--- src/rtl/core/assert_macros.svh ---
// ----------------------------------------------------------------------------
// assert_macros.svh
// Concurrent assertion helpers shared by the core modules.
// ----------------------------------------------------------------------------
`ifndef ASSERT_MACROS_SVH
`define ASSERT_MACROS_SVH

`ifndef NO_ASSERTIONS
// property must hold at every clock edge outside reset
`define ASSERT_ALWAYS(lbl, clk, rst_n, prop, msg) \
    lbl: assert property (@(posedge clk) disable iff (!rst_n) (prop)) else $error(msg);
// expression must never be true outside reset
`define ASSERT_NEVER(lbl, clk, rst_n, expr, msg) \
    lbl: assert property (@(posedge clk) disable iff (!rst_n) !(expr)) else $error(msg);
`else
`define ASSERT_ALWAYS(lbl, clk, rst_n, prop, msg)
`define ASSERT_NEVER(lbl, clk, rst_n, expr, msg)
`endif

`endif

--- src/rtl/core/rrsc_pkg.sv ---
// ----------------------------------------------------------------------------
// rrsc_pkg
// Types, constants and colour scale of the radial run segmenter core.
// ----------------------------------------------------------------------------
package rrsc_pkg;

    // default build parameters
    localparam int MAX_GATES_DEF   = 2048;
    localparam int QUEUE_DEPTH_DEF = 4;

    // register reset values
    localparam logic [7:0]  MIN_CODE_RST    = 8'd68;
    localparam logic [15:0] GATE_EXTENT_RST = 16'd250;

    // configuration register indexes
    typedef enum logic [0:0] {
        CFG_MIN_CODE    = 1'b0,
        CFG_GATE_EXTENT = 1'b1
    } cfg_reg_t;

    // colour scale: thresholds in half-dB above which a bucket starts
    localparam int NUM_BUCKETS = 9;
    localparam int BKT_W       = 4;
    localparam logic [BKT_W-1:0] BKT_OFF_SCALE = 4'd0;
    localparam logic [BKT_W-1:0] BKT_WHITE     = 4'd1;
    localparam logic [BKT_W-1:0] BKT_WIDE      = 4'd8;
    localparam logic signed [8:0] THR_HALF [NUM_BUCKETS] =
        '{9'sd160, 9'sd140, 9'sd120, 9'sd100, 9'sd80, 9'sd60, 9'sd40, 9'sd20, -9'sd20};
    // code offset: half-dB value h = code - 66
    localparam logic signed [8:0] CODE_OFFSET = 9'sd66;

    // per bucket: high r,g,b then low r,g,b
    localparam logic [7:0] PALETTE [NUM_BUCKETS][6] = '{
        '{8'd128, 8'd128, 8'd128, 8'd0,   8'd0,   8'd0  },
        '{8'd255, 8'd255, 8'd255, 8'd0,   8'd0,   8'd0  },
        '{8'd255, 8'd0,   8'd255, 8'd128, 8'd0,   8'd128},
        '{8'd255, 8'd0,   8'd0,   8'd160, 8'd0,   8'd0  },
        '{8'd255, 8'd255, 8'd0,   8'd255, 8'd128, 8'd0  },
        '{8'd0,   8'd255, 8'd0,   8'd0,   8'd128, 8'd0  },
        '{8'd64,  8'd128, 8'd255, 8'd32,  8'd64,  8'd128},
        '{8'd164, 8'd164, 8'd255, 8'd100, 8'd100, 8'd192},
        '{8'd64,  8'd64,  8'd64,  8'd164, 8'd164, 8'd164}
    };

    // bucket spans in half-dB
    localparam logic [5:0] SPAN_NARROW = 6'd20;
    localparam logic [5:0] SPAN_WIDE   = 6'd40;

    // reciprocal for division by 20 (shift 16) and by 40 (shift 17)
    localparam logic [11:0] RECIP_20 = 12'd3277;
    localparam int NUM_W = 14;

    // input item
    typedef struct packed {
        logic [7:0]  gate_code;
        logic        first_of_radial;
        logic        last_of_radial;
        logic [9:0]  azimuth_number;
        logic [15:0] first_distance;
        logic [15:0] gate_spacing;
    } in_item_t;

    // result item
    typedef struct packed {
        logic [9:0]  seg_azimuth;
        logic [26:0] range_begin;
        logic [27:0] range_end;
        logic [7:0]  level_code;
        logic [7:0]  red;
        logic [7:0]  green;
        logic [7:0]  blue;
        logic        off_scale;
    } out_item_t;

    // closed run handed from front to back, without gate indexes
    typedef struct packed {
        logic [9:0]  azimuth;
        logic [15:0] first_distance;
        logic [15:0] gate_spacing;
        logic [7:0]  level_code;
    } seg_info_t;

endpackage

--- src/rtl/core/radial_run_segmenter_colorizer_core.sv ---
// ----------------------------------------------------------------------------
// radial_run_segmenter_colorizer_core
// Groups gate codes of a radial into runs and emits coloured range segments.
//
//   channel  direction  handshake             payload
//   in       input      in_valid / in_stall   in_item_t gate item
//   out      output     out_valid / out_stall out_item_t segment
//   cfg      input      cfg_valid / cfg_ready cfg_index, cfg_data
//
// One gate accepted per cycle while in_stall is low; the run compare sits in the front,
// the range multiplies and colour division in a two-register back pipeline.
// A segment passes through the queue, the stage a register and the output register.
// in_stall rises only while the four-entry queue between front and back is full.
// Reset clears run state, queue and valid bits; no clearing pass is needed.
// ----------------------------------------------------------------------------
module radial_run_segmenter_colorizer_core
    import rrsc_pkg::*;
#(
    parameter int MAX_GATES   = MAX_GATES_DEF,
    parameter int QUEUE_DEPTH = QUEUE_DEPTH_DEF
)
(
    input  logic        clk,
    input  logic        rst_n,
    input  logic        in_valid,
    input  in_item_t    in_data,
    output logic        in_stall,
    output logic        out_valid,
    output out_item_t   out_data,
    input  logic        out_stall,
    input  logic        cfg_valid,
    output logic        cfg_ready,
    input  cfg_reg_t    cfg_index,
    input  logic [15:0] cfg_data
);

    localparam int GW = $clog2(MAX_GATES);
    localparam int QW = $bits(seg_info_t) + 2 * GW;

    logic [7:0]    min_code_reg;
    logic [15:0]   gate_extent_reg;

    logic          push_valid;
    seg_info_t     push_info;
    logic [GW-1:0] push_start;
    logic [GW-1:0] push_end;
    logic          queue_full;
    logic          pop_valid;
    logic          pop_ready;
    logic [QW-1:0] pop_data;
    seg_info_t     pop_info;
    logic [GW-1:0] pop_start;
    logic [GW-1:0] pop_end;

    // configuration registers
    assign cfg_ready = 1'b1;

    always_ff @(posedge clk or negedge rst_n)
    begin
        if (!rst_n)
        begin
            min_code_reg    <= MIN_CODE_RST;
            gate_extent_reg <= GATE_EXTENT_RST;
        end
        else if (cfg_valid && cfg_ready)
        begin
            case (cfg_index)
                CFG_MIN_CODE:    min_code_reg    <= cfg_data[7:0];
                CFG_GATE_EXTENT: gate_extent_reg <= cfg_data;
                default:         min_code_reg    <= min_code_reg;
            endcase
        end
    end

    // run tracking
    rrsc_front #(
        .MAX_GATES (MAX_GATES)
    ) u_front (
        .clk        (clk),
        .rst_n      (rst_n),
        .in_valid   (in_valid),
        .in_data    (in_data),
        .in_stall   (in_stall),
        .min_code   (min_code_reg),
        .queue_full (queue_full),
        .push_valid (push_valid),
        .push_info  (push_info),
        .push_start (push_start),
        .push_end   (push_end)
    );

    // closed runs waiting for formatting
    rrsc_queue #(
        .WIDTH (QW),
        .DEPTH (QUEUE_DEPTH)
    ) u_queue (
        .clk        (clk),
        .rst_n      (rst_n),
        .push_valid (push_valid),
        .push_data  ({push_info, push_start, push_end}),
        .full       (queue_full),
        .pop_valid  (pop_valid),
        .pop_data   (pop_data),
        .pop_ready  (pop_ready)
    );

    assign {pop_info, pop_start, pop_end} = pop_data;

    // segment formatting
    rrsc_back #(
        .MAX_GATES (MAX_GATES)
    ) u_back (
        .clk         (clk),
        .rst_n       (rst_n),
        .pop_valid   (pop_valid),
        .pop_info    (pop_info),
        .pop_start   (pop_start),
        .pop_end     (pop_end),
        .pop_ready   (pop_ready),
        .gate_extent (gate_extent_reg),
        .out_valid   (out_valid),
        .out_data    (out_data),
        .out_stall   (out_stall)
    );

endmodule

--- src/rtl/core/rrsc_queue.sv ---
// ----------------------------------------------------------------------------
// rrsc_queue
// Small register queue between run detection and segment formatting.
// ----------------------------------------------------------------------------
`include "assert_macros.svh"

module rrsc_queue
    import rrsc_pkg::*;
#(
    parameter int WIDTH = 8,
    parameter int DEPTH = QUEUE_DEPTH_DEF
)
(
    input  logic             clk,
    input  logic             rst_n,
    input  logic             push_valid,
    input  logic [WIDTH-1:0] push_data,
    output logic             full,
    output logic             pop_valid,
    output logic [WIDTH-1:0] pop_data,
    input  logic             pop_ready
);

    localparam int PTR_W = (DEPTH > 1) ? $clog2(DEPTH) : 1;
    localparam int CNT_W = $clog2(DEPTH + 1);

    logic [WIDTH-1:0] mem [DEPTH];
    logic [PTR_W-1:0] wr_ptr_reg, wr_ptr_next;
    logic [PTR_W-1:0] rd_ptr_reg, rd_ptr_next;
    logic [CNT_W-1:0] count_reg, count_next;
    logic             do_push;
    logic             do_pop;

    // status
    assign full      = (count_reg == CNT_W'(DEPTH));
    assign pop_valid = (count_reg != '0);
    assign pop_data  = mem[rd_ptr_reg];
    assign do_push   = push_valid && !full;
    assign do_pop    = pop_valid && pop_ready;

    // pointer and fill count update, wrap at depth
    always_comb
    begin
        wr_ptr_next = wr_ptr_reg;
        rd_ptr_next = rd_ptr_reg;
        count_next  = count_reg;
        if (do_push)
        begin
            wr_ptr_next = (wr_ptr_reg == PTR_W'(DEPTH - 1)) ? '0 : wr_ptr_reg + 1'b1;
        end
        if (do_pop)
        begin
            rd_ptr_next = (rd_ptr_reg == PTR_W'(DEPTH - 1)) ? '0 : rd_ptr_reg + 1'b1;
        end
        if (do_push && !do_pop)
        begin
            count_next = count_reg + 1'b1;
        end
        else if (do_pop && !do_push)
        begin
            count_next = count_reg - 1'b1;
        end
    end

    always_ff @(posedge clk or negedge rst_n)
    begin
        if (!rst_n)
        begin
            wr_ptr_reg <= '0;
            rd_ptr_reg <= '0;
            count_reg  <= '0;
        end
        else
        begin
            wr_ptr_reg <= wr_ptr_next;
            rd_ptr_reg <= rd_ptr_next;
            count_reg  <= count_next;
        end
    end

    // storage
    always_ff @(posedge clk)
    begin
        if (do_push)
        begin
            mem[wr_ptr_reg] <= push_data;
        end
    end

    `ASSERT_NEVER(a_no_overflow, clk, rst_n, push_valid && full, "push into full queue")
    `ASSERT_NEVER(a_count_range, clk, rst_n, count_reg > CNT_W'(DEPTH), "queue count past depth")
    `ASSERT_ALWAYS(a_count_track, clk, rst_n, do_push && !do_pop |=> count_reg != '0, "push lost")

endmodule

--- src/rtl/core/rrsc_front.sv ---
// ----------------------------------------------------------------------------
// rrsc_front
// Gate intake: tracks the open run and classifies each gate as run close.
// ----------------------------------------------------------------------------
`include "assert_macros.svh"

module rrsc_front
    import rrsc_pkg::*;
#(
    parameter int MAX_GATES = MAX_GATES_DEF
)
(
    input  logic                           clk,
    input  logic                           rst_n,
    input  logic                           in_valid,
    input  in_item_t                       in_data,
    output logic                           in_stall,
    input  logic [7:0]                     min_code,
    input  logic                           queue_full,
    output logic                           push_valid,
    output seg_info_t                      push_info,
    output logic [$clog2(MAX_GATES)-1:0]   push_start,
    output logic [$clog2(MAX_GATES)-1:0]   push_end
);

    localparam int GW = $clog2(MAX_GATES);

    logic [7:0]    run_value_reg, run_value_next;
    logic [GW-1:0] run_start_reg, run_start_next;
    logic [GW-1:0] gate_index_reg, gate_index_next;
    logic [GW-1:0] gate_k;
    logic          accept;
    logic          run_close;

    assign in_stall = queue_full;
    assign accept   = in_valid && !in_stall;

    // saturating next gate index
    assign gate_k = (gate_index_reg < GW'(MAX_GATES - 1)) ? gate_index_reg + 1'b1
                                                          : GW'(MAX_GATES - 1);

    // run closes on a code change or at the last gate
    assign run_close = (in_data.gate_code != run_value_reg) || in_data.last_of_radial;

    // run state update and emit decision
    always_comb
    begin
        run_value_next  = run_value_reg;
        run_start_next  = run_start_reg;
        gate_index_next = gate_index_reg;
        push_valid      = 1'b0;
        if (accept)
        begin
            if (in_data.first_of_radial)
            begin
                run_value_next  = in_data.gate_code;
                run_start_next  = '0;
                gate_index_next = '0;
            end
            else
            begin
                gate_index_next = gate_k;
                if (run_close)
                begin
                    push_valid     = (run_value_reg >= min_code);
                    run_start_next = gate_k;
                    run_value_next = in_data.gate_code;
                end
            end
        end
    end

    // segment payload for the back end
    assign push_info.azimuth        = in_data.azimuth_number;
    assign push_info.first_distance = in_data.first_distance;
    assign push_info.gate_spacing   = in_data.gate_spacing;
    assign push_info.level_code     = run_value_reg;
    assign push_start               = run_start_reg;
    assign push_end                 = gate_k;

    always_ff @(posedge clk or negedge rst_n)
    begin
        if (!rst_n)
        begin
            run_value_reg  <= '0;
            run_start_reg  <= '0;
            gate_index_reg <= '0;
        end
        else
        begin
            run_value_reg  <= run_value_next;
            run_start_reg  <= run_start_next;
            gate_index_reg <= gate_index_next;
        end
    end

    `ASSERT_NEVER(a_index_sat, clk, rst_n, gate_index_reg > GW'(MAX_GATES - 1), "gate index past limit")
    `ASSERT_NEVER(a_start_order, clk, rst_n, run_start_reg > gate_index_reg, "run starts after index")
    `ASSERT_ALWAYS(a_push_on_close, clk, rst_n, push_valid |-> accept && run_close, "spurious segment")

endmodule

--- src/rtl/core/rrsc_back.sv ---
// ----------------------------------------------------------------------------
// rrsc_back
// Segment formatting: range products, colour interpolation, output register.
// ----------------------------------------------------------------------------
`include "assert_macros.svh"

module rrsc_back
    import rrsc_pkg::*;
#(
    parameter int MAX_GATES = MAX_GATES_DEF
)
(
    input  logic                           clk,
    input  logic                           rst_n,
    input  logic                           pop_valid,
    input  seg_info_t                      pop_info,
    input  logic [$clog2(MAX_GATES)-1:0]   pop_start,
    input  logic [$clog2(MAX_GATES)-1:0]   pop_end,
    output logic                           pop_ready,
    input  logic [15:0]                    gate_extent,
    output logic                           out_valid,
    output out_item_t                      out_data,
    input  logic                           out_stall
);

    localparam int GW = $clog2(MAX_GATES);
    localparam int PW = 16 + GW;
    localparam int SW = (PW + 2 > 28) ? PW + 2 : 28;

    // stage a registers
    logic             a_valid_reg;
    seg_info_t        a_info_reg;
    logic [PW-1:0]    a_prod_b_reg;
    logic [PW-1:0]    a_prod_e_reg;
    logic [NUM_W-1:0] a_num_reg [3];
    logic             a_wide_reg;
    logic             a_black_reg;
    logic             a_off_reg;

    // output register
    logic             out_valid_reg;
    out_item_t        out_data_reg;

    logic             out_adv;
    logic             a_adv;
    logic             take;

    logic signed [8:0] half_db;
    logic [BKT_W-1:0]  bkt;
    logic              bkt_hit;
    logic [5:0]        span;
    logic [5:0]        delta;
    logic [NUM_W-1:0]  num [3];

    logic [SW-1:0]     sum_b;
    logic [SW-1:0]     sum_e;
    logic [25:0]       quo_prod [3];
    logic [7:0]        comp [3];
    logic              out_rgb_zero;

    // pipeline advance
    assign out_adv   = !out_valid_reg || !out_stall;
    assign a_adv     = !a_valid_reg || out_adv;
    assign take      = pop_valid && a_adv;
    assign pop_ready = a_adv;

    // bucket search: first threshold below the half-dB value
    assign half_db = $signed({1'b0, pop_info.level_code}) - CODE_OFFSET;

    always_comb
    begin
        bkt     = '0;
        bkt_hit = 1'b0;
        for (int i = NUM_BUCKETS - 1; i >= 0; i--)
        begin
            if (half_db > THR_HALF[i])
            begin
                bkt     = BKT_W'(i);
                bkt_hit = 1'b1;
            end
        end
    end

    // interpolation numerators hi*(span-d) + lo*d, white bucket keeps its high colour
    always_comb
    begin
        span  = (bkt == BKT_WIDE) ? SPAN_WIDE : SPAN_NARROW;
        delta = (bkt == BKT_WHITE) ? 6'd0 : 6'(half_db - THR_HALF[bkt]);
        for (int c = 0; c < 3; c++)
        begin
            num[c] = NUM_W'(PALETTE[bkt][c]) * NUM_W'(span - delta)
                   + NUM_W'(PALETTE[bkt][c + 3]) * NUM_W'(delta);
        end
    end

    // stage a: products and numerators
    always_ff @(posedge clk or negedge rst_n)
    begin
        if (!rst_n)
        begin
            a_valid_reg <= 1'b0;
        end
        else if (a_adv)
        begin
            a_valid_reg <= pop_valid;
        end
    end

    always_ff @(posedge clk)
    begin
        if (take)
        begin
            a_info_reg   <= pop_info;
            a_prod_b_reg <= pop_info.gate_spacing * pop_start;
            a_prod_e_reg <= pop_info.gate_spacing * pop_end;
            for (int c = 0; c < 3; c++)
            begin
                a_num_reg[c] <= num[c];
            end
            a_wide_reg  <= (bkt == BKT_WIDE);
            a_black_reg <= !bkt_hit || (bkt == BKT_OFF_SCALE);
            a_off_reg   <= bkt_hit && (bkt == BKT_OFF_SCALE);
        end
    end

    // stage b: range sums and reciprocal division
    assign sum_b = SW'(a_info_reg.first_distance) + SW'(a_prod_b_reg);
    assign sum_e = SW'(a_info_reg.first_distance) + SW'(a_prod_e_reg) + SW'(gate_extent);

    always_comb
    begin
        for (int c = 0; c < 3; c++)
        begin
            quo_prod[c] = a_num_reg[c] * RECIP_20;
            if (a_black_reg)
            begin
                comp[c] = '0;
            end
            else if (a_wide_reg)
            begin
                comp[c] = quo_prod[c][24:17];
            end
            else
            begin
                comp[c] = quo_prod[c][23:16];
            end
        end
    end

    always_ff @(posedge clk or negedge rst_n)
    begin
        if (!rst_n)
        begin
            out_valid_reg <= 1'b0;
        end
        else if (out_adv)
        begin
            out_valid_reg <= a_valid_reg;
        end
    end

    always_ff @(posedge clk)
    begin
        if (out_adv && a_valid_reg)
        begin
            out_data_reg.seg_azimuth <= a_info_reg.azimuth;
            out_data_reg.range_begin <= sum_b[26:0];
            out_data_reg.range_end   <= sum_e[27:0];
            out_data_reg.level_code  <= a_info_reg.level_code;
            out_data_reg.red         <= comp[0];
            out_data_reg.green       <= comp[1];
            out_data_reg.blue        <= comp[2];
            out_data_reg.off_scale   <= a_off_reg;
        end
    end

    assign out_valid = out_valid_reg;
    assign out_data  = out_data_reg;

    // black output colour
    assign out_rgb_zero = (out_data_reg.red == '0) && (out_data_reg.green == '0)
                       && (out_data_reg.blue == '0);

    `ASSERT_ALWAYS(a_off_black, clk, rst_n, out_valid_reg && out_data_reg.off_scale |-> out_rgb_zero, "off-scale not black")
    `ASSERT_ALWAYS(a_hold_stage, clk, rst_n, a_valid_reg && !a_adv |=> a_valid_reg, "stage a dropped an item")
    `ASSERT_ALWAYS(a_no_bubble_fill, clk, rst_n, out_adv && !a_valid_reg |=> !out_valid_reg, "output filled from empty stage")

endmodule
--- config.mk ---
export PLATFORM = sky130hd
export DESIGN_NAME = radial_run_segmenter_colorizer_core
export DESIGN_NICKNAME = d
export VERILOG_FILES = /design/src/rtl/core/rrsc_pkg.sv /design/src/rtl/core/radial_run_segmenter_colorizer_core.sv /design/src/rtl/core/rrsc_queue.sv /design/src/rtl/core/rrsc_front.sv /design/src/rtl/core/rrsc_back.sv
export VERILOG_INCLUDE_DIRS = /design/src /design/src/rtl/core
export SDC_FILE = /design/constraint.sdc
export NUM_CORES = 2
export LEC_CHECK = 0
export BUFFER_PORTS_ARGS = -buffer_cell sky130_fd_sc_hd__buf_2
export CAP_MARGIN = 10
export CORE_ASPECT_RATIO = 0.9
export CORE_MARGIN = 5
export CORE_UTILIZATION = 30
export DETAILED_ROUTE_END_ITERATION = 10
export GPL_TIMING_DRIVEN = 0
export SYNTH_ARGS = -nofsm -noshare
export SYNTH_HDL_FRONTEND = slang
export SYNTH_SLANG_ARGS = --single-unit
--- constraint.sdc ---
create_clock -name clk -period 30.4 [get_ports clk]
set_input_delay 7.6 -clock clk [delete_from_list [all_inputs] [get_ports clk]]
set_output_delay 7.6 -clock clk [all_outputs]
set_load 0.02 [all_outputs]
# --- After elaboration in Yosys (flattened, before gate mapping) ---
# Memory sizes are Yosys's and may differ from the RTL's.
# Index checks and enable logic that the tools add are counted.
word_totals:
  register_bits: 252
  latchBits: 0
  ramBits: 330
  rom_bits: 912
  word_cells: 144
  memories: 4
mem_list:
  columns: ["name", "words", "word_bits", "rd", "rd_ports_with_merged_regs", "write_ports", "line_no", "source"]
  rows:
  - ["(name not given)", 16, 48, 1, 0, 0, "rrsc_back.sv:91", "num[c] = NUM_W'(PALETTE[bkt][c]) * NUM_W'(span - delta)"]
  - ["u_queue.mem", 4, 72, 1, 0, 1, "rrsc_queue.sv:27", "logic [WIDTH-1:0] mem [DEPTH];"]
  - ["(name not given)", 16, 9, 1, 0, 0, "rrsc_back.sv:88", "delta = (bkt == BKT_WHITE) ? 6'd0 : 6'(half_db - THR_HALF[bkt]);"]
  - ["u_back.a_num_reg", 3, 14, 3, 0, 3, "rrsc_back.sv:35", "logic [NUM_W-1:0] a_num_reg [3];"]
op_classes:
  add_sub_neg: 14
  multipliers: 11
  n_div: 0
  magnitude_cmp: 12
  n_eq_ne: 6
  shifts: 0
  n_mux: 44
  bitwise: 2
  reduce_logical: 25
ops:
  columns: ["operator", "count"]
  rows:
  - ["$mux 48", 2]
  - ["$mul 14x12->25 const B", 3]
  - ["$mul 16x11->27", 2]
  - ["$mux 11", 4]
  - ["$add 14x14->14", 3]
  - ["$mul 8x14->14", 3]
  - ["$mul 8x6->14", 3]
  - ["$mux 8", 5]
  - ["$mux 4", 9]
  - ["$add 16x27->28", 1]
  - ["$add 28x16->28", 1]
  - ["$add 16x27->27", 1]
  - ["$gt 9x8->1 const B", 3]
  - ["$mux 6", 4]
  - ["$gt 9x6->1 const B", 2]
  - ["$gt 9x7->1 const B", 2]
  - ["$gt 9x9->1 const B", 2]
  - ["$mux 1", 16]
  - ["$add 11x1->11 const B", 1]
  - ["$lt 11x11->1 const B", 1]
  - ["$sub 8x7->9 const B", 1]
  - ["$ge 8x8->1", 1]
  - ["$ne 8x8->1", 1]
  - ["$logic_and 1x1->1", 7]
  - ["other kinds (20)", 36]

# --- Depth between registers and ports, before layout ---
# An unclocked memory read counts as a cell.
logic_depth:
  ltp_word: 21
  ltp_mapped: 46
  ltp_nobuf: 43

# --- Modules after synthesis ---
# From an unflattened synthesis, not the netlist that was laid out.
unflattened:
  hier_cells: 4577
  hier_area_um2: 52711.8
by_module_without_submodules:
  columns: ["mod", "n_inst", "cells_each", "area_per_inst_um2"]
  rows:
  - ["rrsc_back", 1, 3874, 38783.4]
  - ["rrsc_queue", 1, 413, 10832.9]
  - ["rrsc_front", 1, 236, 2175.8]
  - ["radial_run_segmenter_colorizer_core", 1, 54, 919.6]

# --- Worst setup path after synthesis ---
# Ideal clock, no wire load.
synth_path:
  kind: "input port to flip-flop"
  start: "input out_stall"
  end: "register u_queue.count_reg[1]"
  setup_time_ns: 0.125
  t_arrival_ns: 15.614
  setup_slack_ns: 14.661
  path_stages: 6
  path_cell_list: "a31oi_1 inv_1 ha_1 inv_1 fa_1 mux2_2"
synth_between:
  elab_chain_cells: 7
  word_cells_on_any_way: 9
synth_rtl:
  columns: ["element", "line_no", "source"]
  rows:
  - ["from (decl)", "radial_run_segmenter_colorizer_core.sv:30", "input logic out_stall,"]
  - ["$logic_not 1->1", "rrsc_back.sv:62", "assign out_adv = !out_valid_reg || !out_stall;"]
  - ["$logic_or 1x1->1", "rrsc_back.sv:62", null]
  - ["$logic_or 1x1->1", "rrsc_back.sv:63", "assign a_adv = !a_valid_reg || out_adv;"]
  - ["$logic_and 1x1->1", "rrsc_queue.sv:39", "assign do_pop = pop_valid && pop_ready;"]
  - ["$logic_not 1->1", "rrsc_queue.sv:55", "if (do_push && !do_pop)"]
  - ["$logic_and 1x1->1", "rrsc_queue.sv:55", null]
  - ["$mux 3", "rrsc_queue.sv:55", null]
  - ["via u_queue.count_next[1]", "rrsc_queue.sv:30", "logic [CNT_W-1:0] count_reg, count_next;"]
  - ["to (signal assigned)", "rrsc_queue.sv:77", "count_reg <= count_next;"]
  - ["to (decl)", "rrsc_queue.sv:30", null]
# The timed path passes the listed nets, and every way through them passes these cells.
# A chain may end at the register's enable or synchronous reset.

==> out/metrics.cfg <==
[clocking]
cts_tree=built
numClockSinks=582
clockRootBuffer=clkbuf_16
cts.path.max_buffers=3
cts_resized=0
cts_htree_levels=3
holdBufCountCts=0
cts.repair_timing.setup_buffer_count=0
cts_made_buffers=72
clk-insertion-delay-late_ps=690
clkSlewWorstSetupHoldPaths_ps=60

[global_route]
antenna_found_initial=17
wire_length_of_the_first_global_routing_pass_um=207000
grt_max_degree=56
grt_pass1_vias=36091
globalRouteTotalUtil=0.146
grt_overflow=0

[setup_path]
cp_num_buf_inv=9
reg2reg_to=u_back.a_num_reg[0][13]
critPathMaxStageDelay_ps=1040
worst-endpoint-required_ps=30770
critical_path_depth=38
endpoint=u_back.a_num_reg[0][13]
worst_setup_path_end_kind=register
critical_path.top_delay_family=adder cells
worstSetupStartpointType=register
worst-endpoint-arrival_ps=13690
worst-r2r-cell-count=38
timing.setup.critical_path_class=reg -> reg
r2r-start=u_queue.rd_ptr_reg[0]
worst_setup_path_startpoint=u_queue.rd_ptr_reg[0]
worst_path_max_delay_cell=xnor2_1
regToRegSetupSlack_ps=17080
critical_path_peak_fanout=10

[timing]
final_hold_viol_count=0
achievable_clock_frequency_mhz=75.1
timing.final.setup_violations=0
fin_skew_ps=53.3
unrepaired_setup_endpoints_after_global_routing=false
final-max-slew-violation-count=0
period_utilization_post_route=0.438
worst_pin_slew_ps=1340
timing.final.ws_setup_ps=17080
setup_total_negative_slack_ps=0
relSlewSlack=0.0981
finalWorstPathRequiredPeriod_ps=13320

[floorplanning]
floorplan.rows=145
core_area_mm2=0.173
start_util=0.301
die_height_um=405
io_pins=175
floorplan.die_area_mm2=0.182
die_w_um=449

[logic_synthesis]
ys_seq_elements=582
synthCells=4541
synth_flop_cell=edfxtp_1
ys_seq_area_frac=0.330
synth_nets=5821
number_of_synthesized_flops_with_an_enable_pin=519
ys_async_sr_fraction=0.108
ys_types=96
area_of_the_mapped_netlist_mm2=0.0521
ys.warnings.count=0
avgSynthCellArea_um2=11.5

[drt]
drt_iter0_drc=1806
postRouteWirelength_um=130000
detail_route.first_pass.iterations=5
routed_vias_inst=4.66
drc=0
via_count=33338
wl_per_cell_um=18.2
drt.antenna.violating_nets=0

[worst_hold_path]
worst_hold_path_type=reg -> reg
whs_path_depth=0

[cells_and_area]
layout-drive-gt1-share=0.0992
areaGrowthSynthToFinish_pct=12.9
num-nets-final=6087
largest_register_ffs=288

[place]
dpl.hpwl_um=104000
place_ws_ps=17330
buffer_ports.inserted=173
global_placer_s_final_weighted_congestion=0.869

[flow_run]
maxCapViolations=0

[status]
outcome=finished clean

## cell type report
class / instances / area [µm²]
Timing Repair Buffer: 192 / 1270
Sequential cell: 582 / 17200
Clock buffer: 96 / 1980
Inverter: 873 / 3280
Multi-Input combinational cell: 2989 / 31300
Tap cell: 2278 / 2850
Buffer: 97 / 404
Clock inverter: 38 / 534
Antenna cell: 9 / 22.5
Fill cell: 17260 / 114000
## worst min-delay path by stage
stage	startpoint	to	slack (ps)
2_1_floorplan	u_back.a_off_reg	u_back.out_data[0]	400
3_3_place_gp	u_back.a_info_reg[46]	u_back.out_data[94]	400
3_5_place_dp	u_back.a_info_reg[46]	u_back.out_data[94]	410
4_1_cts	u_back.a_info_reg[48]	u_back.out_data[96]	420
5_1_grt	u_back.a_info_reg[46]	u_back.out_data[94]	420
6_report	u_back.a_info_reg[46]	u_back.out_data[94]	420
## metal layers
layer | wire (µm) | GRT usage | vias up
met2 | 64700 | 0.259 | 779
met1 | 54300 | 0.178 | 16768
met5 | 15 | 0 | -
met4 | 4900 | 0.0558 | 4
li1 | - | - | 15569
met3 | 6240 | 0.0248 | 218
## worst reg2reg max path, delay by kind of cell, from the launching register on
| kind | cells | cell delay (ps) |
|---|---|---|
| adder cells (fa/ha/maj) | 11 | 4770 |
| AO/OA/AOI/OAI | 10 | 2720 |
| XOR/XNOR | 3 | 1730 |
| buffers and inverters | 9 | 1420 |
| AND/OR/NAND/NOR | 4 | 1230 |
| multiplexers | 1 | 700 |
| flip-flops | 1 | 460 |
## cells in the mapped netlist (7+ instances only)
cell type,instances,share of area
dfrtp_1,55,0.026
a21oi_1,121,0.012
a22o_1,21,0.0035
mux2i_1,24,0.0046
a31oi_1,19,0.0023
buf_2,7,0.00067
o31ai_1,9,0.0013
nand2_1,367,0.026
o21ai_0,83,0.0080
inv_1,873,0.063
o21a_1,30,0.0043
or3_1,13,0.0016
buf_1,10,0.00072
a21o_1,52,0.0075
nor3_1,44,0.0042
xor2_1,50,0.0084
a311oi_1,7,0.0012
nand2b_1,42,0.0050
o21ai_1,17,0.0016
nor2b_1,24,0.0029
nand3_1,20,0.0019
mux2_2,53,0.011
and2_1,101,0.012
fa_1,618,0.24
a211oi_1,19,0.0027
nor2_1,269,0.019
xnor2_1,133,0.022
dfstp_2,8,0.0040
o211ai_1,12,0.0017
o21bai_1,19,0.0027
mux4_2,53,0.023
o22ai_1,9,0.0011
clkbuf_1,75,0.0054
nor4_1,8,0.00096
a2111oi_0,9,0.0015
and3_1,24,0.0029
a21boi_0,20,0.0029
edfxtp_1,519,0.30
ha_1,588,0.14
nand4_1,8,0.00096
or2_2,12,0.0014
## cells in the final DEF (no fill, tap or decap), types with 24 or more instances in the layout
cell       synthesis  layout
and3_1            24      24
xnor2_1          133     133
mux4_2            53      53
inv_1            873     873
nor2_1           269     269
nand2_1          367     367
a21oi_1          121     121
mux2_2            53      53
o21a_1            30      30
a21o_1            52      52
mux2i_1           24      24
and2_1           101      97
nor3_1            44      44
buf_2              7     180
clkbuf_1          75      91
fa_1             618     618
dfrtp_1           55      55
ha_1             588     588
edfxtp_1         519     519
o21ai_0           83      83
nand2b_1          42      42
nor2b_1           24      24
clkbuf_16          0      73
xor2_1            50      50
## metrics by stage
stage	instances	hold WS, ps	utilization	cell area (µm²)
finish	7154	419	0.340	58800
global route	7151	424	0.340	58800
CTS	7142	422	0.339	58700
detailed placement	7008	409	0.325	56200
global placement	6992	401	0.322	55800
floorplan	4541	400	-	52100
## cell families after synthesis
logic type,count (synthesis),synth area share
xor gates and xnor gates,186,0.0320
AOI/OAI and AO/OA,503,0.0649
other,1,0.0000720
buffers and inverters,970,0.0706
muxes,131,0.0392
and+or+nand+nor,962,0.0848
adders and majority gates,1206,0.379
DFF,582,0.330
Power is left out: the tool's default activity adds up to more than one toggle a clock period on the data nets, which glitch-free logic cannot reach.
